## config.mk

```make
export PLATFORM = sky130hd
export DESIGN_NAME = tccw_ctrl
export DESIGN_NICKNAME = d
export VERILOG_FILES = /design/src/hw/rtl/tccw_pkg.sv /design/src/hw/rtl/tccw_ctrl.sv
export SDC_FILE = /design/constraint.sdc
export NUM_CORES = 1
export LEC_CHECK = 0
export BUFFER_PORTS_ARGS = -buffer_cell sky130_fd_sc_hd__buf_2
export CORE_AREA = 2 2 39 41
export DETAILED_ROUTE_END_ITERATION = 8
export DIE_AREA = 0 0 41 43
export GPL_TIMING_DRIVEN = 0
export PLACE_DENSITY = 0.53
export SETUP_SLACK_MARGIN = 0.3
export SLEW_MARGIN = 20
export SYNTH_ARGS = -nofsm -noshare
export SYNTH_HDL_FRONTEND = slang
export SYNTH_SLANG_ARGS = --single-unit
```

## constraint.sdc

```tcl
create_clock -name clk -period 1.7 [get_ports clk]
set_input_delay 0.085 -clock clk [delete_from_list [all_inputs] [get_ports clk]]
set_output_delay 0.085 -clock clk [all_outputs]
set_load 0.01 [all_outputs]
```

## src/hw/rtl/tccw_pkg.sv

```systemverilog
// shared types and constants of the text console character writer
package tccw_pkg;

  localparam int COLUMNS_DEF = 80;
  localparam int ROWS_DEF    = 25;

  localparam logic [7:0] CH_NEWLINE   = 8'h0A;
  localparam logic [7:0] CH_CLEAR     = 8'h03;
  localparam logic [7:0] CH_BACKSPACE = 8'h08;

  localparam logic OP_PUT  = 1'b0;
  localparam logic OP_READ = 1'b1;

  typedef enum logic [5:0] {
    S_INIT  = 6'b000001,
    S_IDLE  = 6'b000010,
    S_EXEC  = 6'b000100,
    S_CLEAR = 6'b001000,
    S_BLANK = 6'b010000,
    S_DONE  = 6'b100000
  } state_t;

  typedef struct packed {
    logic latch;
    logic exec;
    logic sweep_clear;
    logic sweep_blank;
  } cmd_t;

  typedef struct packed {
    logic is_read;
    logic is_clear;
    logic scroll;
    logic sweep_last;
  } sts_t;

endpackage

```

## src/hw/rtl/tccw_ctrl.sv

```systemverilog
// control state machine of the text console character writer
module tccw_ctrl (
  input  logic          clk,
  input  logic          rst,
  input  logic          start,
  input  tccw_pkg::sts_t sts,
  output tccw_pkg::cmd_t cmd,
  output logic          busy,
  output logic          done
);
  import tccw_pkg::*;

  state_t state;
  state_t state_next;

  always_ff @(posedge clk) begin
    if (rst) begin
      state <= S_INIT;
    end else begin
      state <= state_next;
    end
  end

  always_comb begin
    state_next      = state;
    cmd             = '0;
    case (state)
      S_INIT: begin
        cmd.sweep_clear = 1'b1;
        if (sts.sweep_last) begin
          state_next = S_IDLE;
        end
      end
      S_IDLE: begin
        if (start) begin
          cmd.latch  = 1'b1;
          state_next = S_EXEC;
        end
      end
      S_EXEC: begin
        cmd.exec = 1'b1;
        if (sts.is_read) begin
          state_next = S_DONE;
        end else if (sts.is_clear) begin
          state_next = S_CLEAR;
        end else if (sts.scroll) begin
          state_next = S_BLANK;
        end else begin
          state_next = S_DONE;
        end
      end
      S_CLEAR: begin
        cmd.sweep_clear = 1'b1;
        if (sts.sweep_last) begin
          state_next = S_DONE;
        end
      end
      S_BLANK: begin
        cmd.sweep_blank = 1'b1;
        if (sts.sweep_last) begin
          state_next = S_DONE;
        end
      end
      S_DONE: begin
        state_next = S_IDLE;
      end
      default: begin
        state_next = S_INIT;
      end
    endcase
  end

  assign busy = (state != S_IDLE);
  assign done = (state == S_DONE);

endmodule

```

==> results of run 1 <==
routing by layer:
layer / vias up / track usage / wire length (um) / share of wire
li1: 236 / - / - / -
met1: 217 / 0.169 / 419 / 0.39
met2: 7 / 0.225 / 593 / 0.55
met3: 4 / 0.0314 / 35 / 0.033
met4: 0 / 0.100 / 27 / 0.025
met5: - / 0 / 0 / 0
power by group:
| part | internal [W] | switching (W) | total [W] | leakage [nW] |
|---|---|---|---|---|
| clock network | 0.0000799 | 0.0000526 | 0.000132 | 0.0138 |
| logic | 0.0000802 | 0.0000763 | 0.000156 | 0.220 |
| registers | 0.000152 | 0.00000801 | 0.000160 | 0.0505 |
worst register-to-register path, cell delays in order (launching register included):
cell     delay (ns)
dfxtp_1        0.30
buf_6          0.11
or4_4          0.53
buf_4          0.16
nor3_4         0.14
a31oi_2        0.06
nor3_2         0.16
cells by family (layout without fill, tap and decap cells):
group                     Yosys count  in the layout
and+or+nand+nor                    26             26
DFF                                 6              6
buffers and inverters               6             28
xor gates and xnor gates            4              4
AOI/OAI and AO/OA                  11             11
worst paths after layout:
path,startpoint,end,slack [ns],cells after the start
max,state[4]$_SDFFE_PP0P_,cmd[3],0.07,5
min reg2reg,state[2]$_SDFFE_PP0P_,state[0]$_SDFFE_PP1P_,0.69,3
min,rst,state[1]$_SDFFE_PP0P_,0.08,2
max reg2reg,state[4]$_SDFFE_PP0P_,state[1]$_SDFFE_PP0P_,0.17,6
metrics by stage:
stage / utilization / instance area, sq um
floorplan: - / 449
detailed placement: 0.382 / 529
global placement: 0.382 / 529
global route: 0.498 / 689
finish: 0.498 / 689
CTS: 0.458 / 634
cell usage in the layout (no fill, tap or decap), drive strengths merged:
cell,n
o211ai,1
nor2b,2
nor4b,1
or3,1
nor4,1
or4,1
buf,21
or2b,1
and4,1
o21ai,1
xor2,2
o21a,1
nor3,5
dfxtp,6
inv,3
a21oi,2
nor2,6
xnor2,2
and3,3
o21bai,1
clkbuf,4
o31ai,1
nor3b,1
nand2,1
a31oi,1
a32o,2
and2,2
a21boi,1
final cells by class:
class,count,area (sq um),area share
well taps,16,20.0,0.0290
flip-flops and latches,6,126,0.183
multi-input cells,41,347,0.503
clock buffers,3,22.5,0.0327
repair buffers,19,126,0.183
plain buffers,3,36.3,0.0526
inverters,3,11.3,0.0163
synthesized netlist by cell type:
cell type  n
or4_4      1
o21a_2     1
a31oi_1    1
a21oi_1    2
nor2_1     5
a32o_1     2
nor3_2     2
nor2b_1    2
nor3_1     3
o211ai_1   1
and2_1     1
and4_1     1
and2_2     1
and3_1     3
dfxtp_1    6
o21ai_0    1
a21boi_0   1
xor2_1     2
inv_1      3
o21bai_1   1
nor2_2     1
nor3b_1    1
xnor2_1    2
or3_1      1
nand2_1    1
nor4_1     1
or2b_2     1
clkbuf_8   1
buf_6      2
o31ai_1    1
nor4b_1    1
what timing repair did:
action | 4_1_cts | 5_1_grt
gates resized for setup | 11 | 8
pin swaps | 5 | 6
setup buffers | 4 | 3
endpoints found under the setup margin | 6 | 11
==> run_results.csv, run 1 <==
group,metric,value,unit
yosys,syn_area,449,sq um
setup_path,crit_buf_inv,2,
yosys,synthesis.nets,60,
finish,reg.largest.list,"state x6",
setup_path,crit_family,"simple AND/OR/NAND/NOR gates",
yosys,synth-adder-area-share,0,
timing,worst_slack,0.0738,ns
run,cap_violations,0,
finish,largest_reg_flops,6,
yosys,ys_top_cells_by_area,"dfxtp_1 (27%), buf_6 (5.0%), a32o_1 (4.5%)",
timing,fin_crit,1.63,ns
clock_tree,clk_latency,0.25,ns
clock_tree,clkSlewWorstSetupHoldPaths,0.04,ns
route,ant_nets,0,
placement,place_inst,81,
timing,final-setup-viol-count,0,
timing,fmax,615,MHz
route,detail_route.wl_per_cell,11.8,um
global_routing,overflow,0,
clock_tree,h-tree-depth,1,
setup_path,crit_arrival,1.54,ns
floorplan,start_util,0.325,
yosys,yosysSeqAreaShare,0.267,
floorplan,dieArea,1760,sq um
global_routing,grt_usage,0.146,
yosys,post-synth-top-area-cell,"dfxtp_1",
placement,routabilityCongestion,0.713,
finish,antenna_cells,0,
clock_tree,cts_buffer_depth,2,
yosys,synth.distinct_cells,31,
timing,drv_slew,0,
placement,dpl.hpwl,713,um
floorplan,core_area,1380,sq um
clock_tree,cts_hold_buf,0,
setup_path,crit_type,"reg -> out",
timing,setup_tns,0,ns
finish,num-nets-final,84,
clock_tree,cts_root_buffer,"clkbuf_4",
floorplan,core.rowCount,14,
floorplan,pin_count,13,
yosys,syn_inst,53,
power,powerDensity,651,nW/um^2
route,vias,464,
setup_path,max_stage_delay,0.53,ns
power,power.leakage,0.284,nW
yosys,yosys.area.top_type_share,0.267,
finish,area_growth,53.5,%
timing,slew_headroom,0.835,
yosys,synth_mux_area_frac,0,
yosys,synth_xor_area_frac,0.0780,
placement,io_buffer_count,12,
yosys,synth_top_family_by_area,"simple AND/OR/NAND/NOR gates",
timing,skew,0.00535,ns
setup_path,cp.required,1.62,ns
outcome,status,"finished, final reports clean",
power,peakVddDrop,0.293,mV
yosys,synth-compound-area-share,0.178,
finish,layout-drive-gt1-share,0.573,
yosys,yosysWarnings,0,
route,viasPerCell,5.10,
setup_path,cp_cell_sequence,"buf_6, or4_4, nor2_4, and2_1, buf_2",
route,drt_iter0_markers,0,
timing,fin_crit_sh,0.957,
clock_tree,cts_tree,"yes",
route,wl,1080,um
yosys,ys_ff_latch,6,
route,first_pass_iters,1,
timing,hold_viol,0,
global_routing,grt_max_degree,10,
finish,final_cell_count_no_fill,91,
global_routing,grt_antenna_before_repair,0,
finish,largest-register,"state",
global_routing,grt_pass1_wl,1700,um
global_routing,grt_pass1_vias,411,
finish,nFillCells,148,
power,design_power_total,0.000449,W
floorplan,die_h,43,um
yosys,avgSynthCellArea,8.48,sq um
timing,holdWs,0.0786,ns
floorplan,dieWidth,41,um
route,drc,0,
setup_path,crit_slowest_cell,"or4_4",
yosys,yosys.area_share.simple,0.370,
min_path,hold_path.class,"in -> reg",
setup_path,end_kind,"output port",
placement,dp_slack,0.240,ns
clock_tree,cts_inserted_buffers,3,
timing,rsz0062_at_grt,"yes",
setup_path,start_kind,"register",
timing,worst_pin_slew,0.246,ns
setup_path,cp_max_fo,4,
clock_tree,cts_sinks,6,
(Power assumes the default switching activity.)
==> run 2: changes to the inputs <==
SETUP_SLACK_MARGIN = 0.4   (was 0.3)
==> run 2 against run 1 <==
Net effect: non-clock buffer count increased by 3; largest cell class unchanged; critical endpoint unchanged; clock-buffer cell count is the same; sequential power barely moved; clock skew is essentially flat; global-route usage rose by 2.1 points.
==> run_results.csv, run 2 (synthesized netlist as in run 1, its figures left out) <==
group,metric,value,unit
clock_tree,cts_sinks,6,
global_routing,overflow,0,
setup_path,crit_family,"simple AND/OR/NAND/NOR gates",
finish,mostFrequentLayoutCells,"buf_2 (10), buf_4 (8), buf_6 (5)",
setup_path,end_kind,"output port",
global_routing,grt_pass1_wl,1900,um
placement,place_inst,81,
clock_tree,cts_buffer_depth,2,
placement,dpl.hpwl,705,um
timing,holdWs,0.0894,ns
setup_path,cp.required,1.62,ns
floorplan,pin_count,13,
route,detail_route.wl_per_cell,12.7,um
floorplan,dieArea,1760,sq um
min_path,hold_path.class,"in -> reg",
setup_path,max_stage_delay,0.53,ns
route,ant_nets,0,
clock_tree,cts_inserted_buffers,3,
setup_path,crit_arrival,1.56,ns
global_routing,grt_usage,0.168,
timing,hold_viol,0,
finish,layout-drive-gt1-share,0.628,
power,powerDensity,630,nW/um^2
route,drc,0,
power,power.leakage,0.313,nW
route,first_pass_iters,4,
floorplan,core.rowCount,14,
global_routing,grt_max_degree,10,
global_routing,grt_pass1_vias,428,
timing,drv_slew,0,
floorplan,die_h,43,um
finish,area_growth,69.9,%
setup_path,crit_buf_inv,2,
floorplan,dieWidth,41,um
setup_path,crit_type,"reg -> out",
setup_path,crit_top_cell,"buf_6",
finish,final_cell_count_no_fill,94,
floorplan,start_util,0.325,
clock_tree,cts_root_buffer,"clkbuf_4",
clock_tree,clk_latency,0.25,ns
placement,io_buffer_count,12,
setup_path,cp_cell_sequence,"buf_6, or4_4, nor2_4, and2_4, buf_6",
finish,layout_commonest_cell,"buf_2",
timing,fin_crit,1.64,ns
floorplan,core_area,1380,sq um
outcome,status,"finished, final reports clean",
setup_path,crit_slowest_cell,"or4_4",
route,wl,1200,um
clock_tree,h-tree-depth,1,
finish,num-nets-final,87,
timing,rsz0062_at_grt,"yes",
setup_path,cp_max_fo,3,
timing,fin_crit_sh,0.965,
power,design_power_total,0.000481,W
route,vias,478,
timing,worst_pin_slew,0.189,ns
timing,final-setup-viol-count,0,
run,cap_violations,0,
power,peakVddDrop,0.386,mV
placement,routabilityCongestion,0.681,
clock_tree,cts_tree,"yes",
timing,slew_headroom,0.873,
timing,fmax,610,MHz
timing,skew,0.00583,ns
finish,largest_reg_flops,6,
finish,largest-register,"state",
clock_tree,clkSlewWorstSetupHoldPaths,0.05,ns
route,drt_iter0_markers,6,
route,viasPerCell,5.09,
setup_path,start_kind,"register",
finish,reg.largest.list,"state x6",
finish,antenna_cells,0,
global_routing,grt_antenna_before_repair,0,
## run 2: cell count changes in the layout (fill, tap and decap cells not counted), sizes merged
cell  before  now
buf       21   24
## run 2: worst paths after layout
check                                            from                     to  slack, ns  depth (start not counted)
worst max-delay path            state[3]$_SDFFE_PP0P_                 cmd[3]       0.06                          5
worst min-delay path                              rst  state[5]$_SDFFE_PP0P_       0.09                          2
worst max register to register  state[3]$_SDFFE_PP0P_  state[1]$_SDFFE_PP0P_       0.11                          7
worst min register to register  state[4]$_SDFFE_PP0P_  state[4]$_SDFFE_PP0P_       0.72                          3
## run 2: timing repair
action,4_1_cts,5_1_grt
hold buffers,0,0
buffers inserted,6,4
setup endpoints to repair,11,12
gates resized for setup,17,10
pin swaps,9,4
## run 2: worst register-to-register path: stages (launching register included)
cell	delay [ns]
dfxtp_1	0.30
buf_6	0.11
or4_4	0.53
buf_4	0.15
buf_4	0.13
nor3_4	0.14
a31oi_2	0.06
nor3_2	0.10
## run 2: per-layer routing
layer	vias to the layer above	part of all wire	track usage
met5	-	0	0
li1	246	-	-
met4	0	0.018	0.100
met3	4	0.030	0.0471
met1	219	0.40	0.186
met2	9	0.55	0.266
## run 2: power breakdown
part / internal [W] / total (W) / switching, W
registers: 0.000150 / 0.000158 / 0.00000714
logic: 0.0000961 / 0.000190 / 0.0000934
clock network: 0.0000800 / 0.000134 / 0.0000538
total: 0.000327 / 0.000481 / 0.000154
## run 2: final cells by class
cell class              count  area (sq um)
fillers                   130           621
flip-flops and latches      6           126
clock buffers               3          22.5
repair buffers             22           159
multi-input cells          41           388
plain buffers               3          36.3
inverters                   3          11.3
well taps                  16          20.0
## run 2: stage by stage
step / setup slack, ns / setup TNS (ns) / cell area, sq um / util
floorplan: 0.367 / 0 / 452 / -
global placement: 0.231 / 0 / 532 / 0.384
detailed placement: 0.213 / 0 / 532 / 0.384
CTS: 0.0761 / 0 / 679 / 0.491
global route: -0.0156 / -0.0156 / 763 / 0.552
finish: 0.0594 / 0 / 763 / 0.552
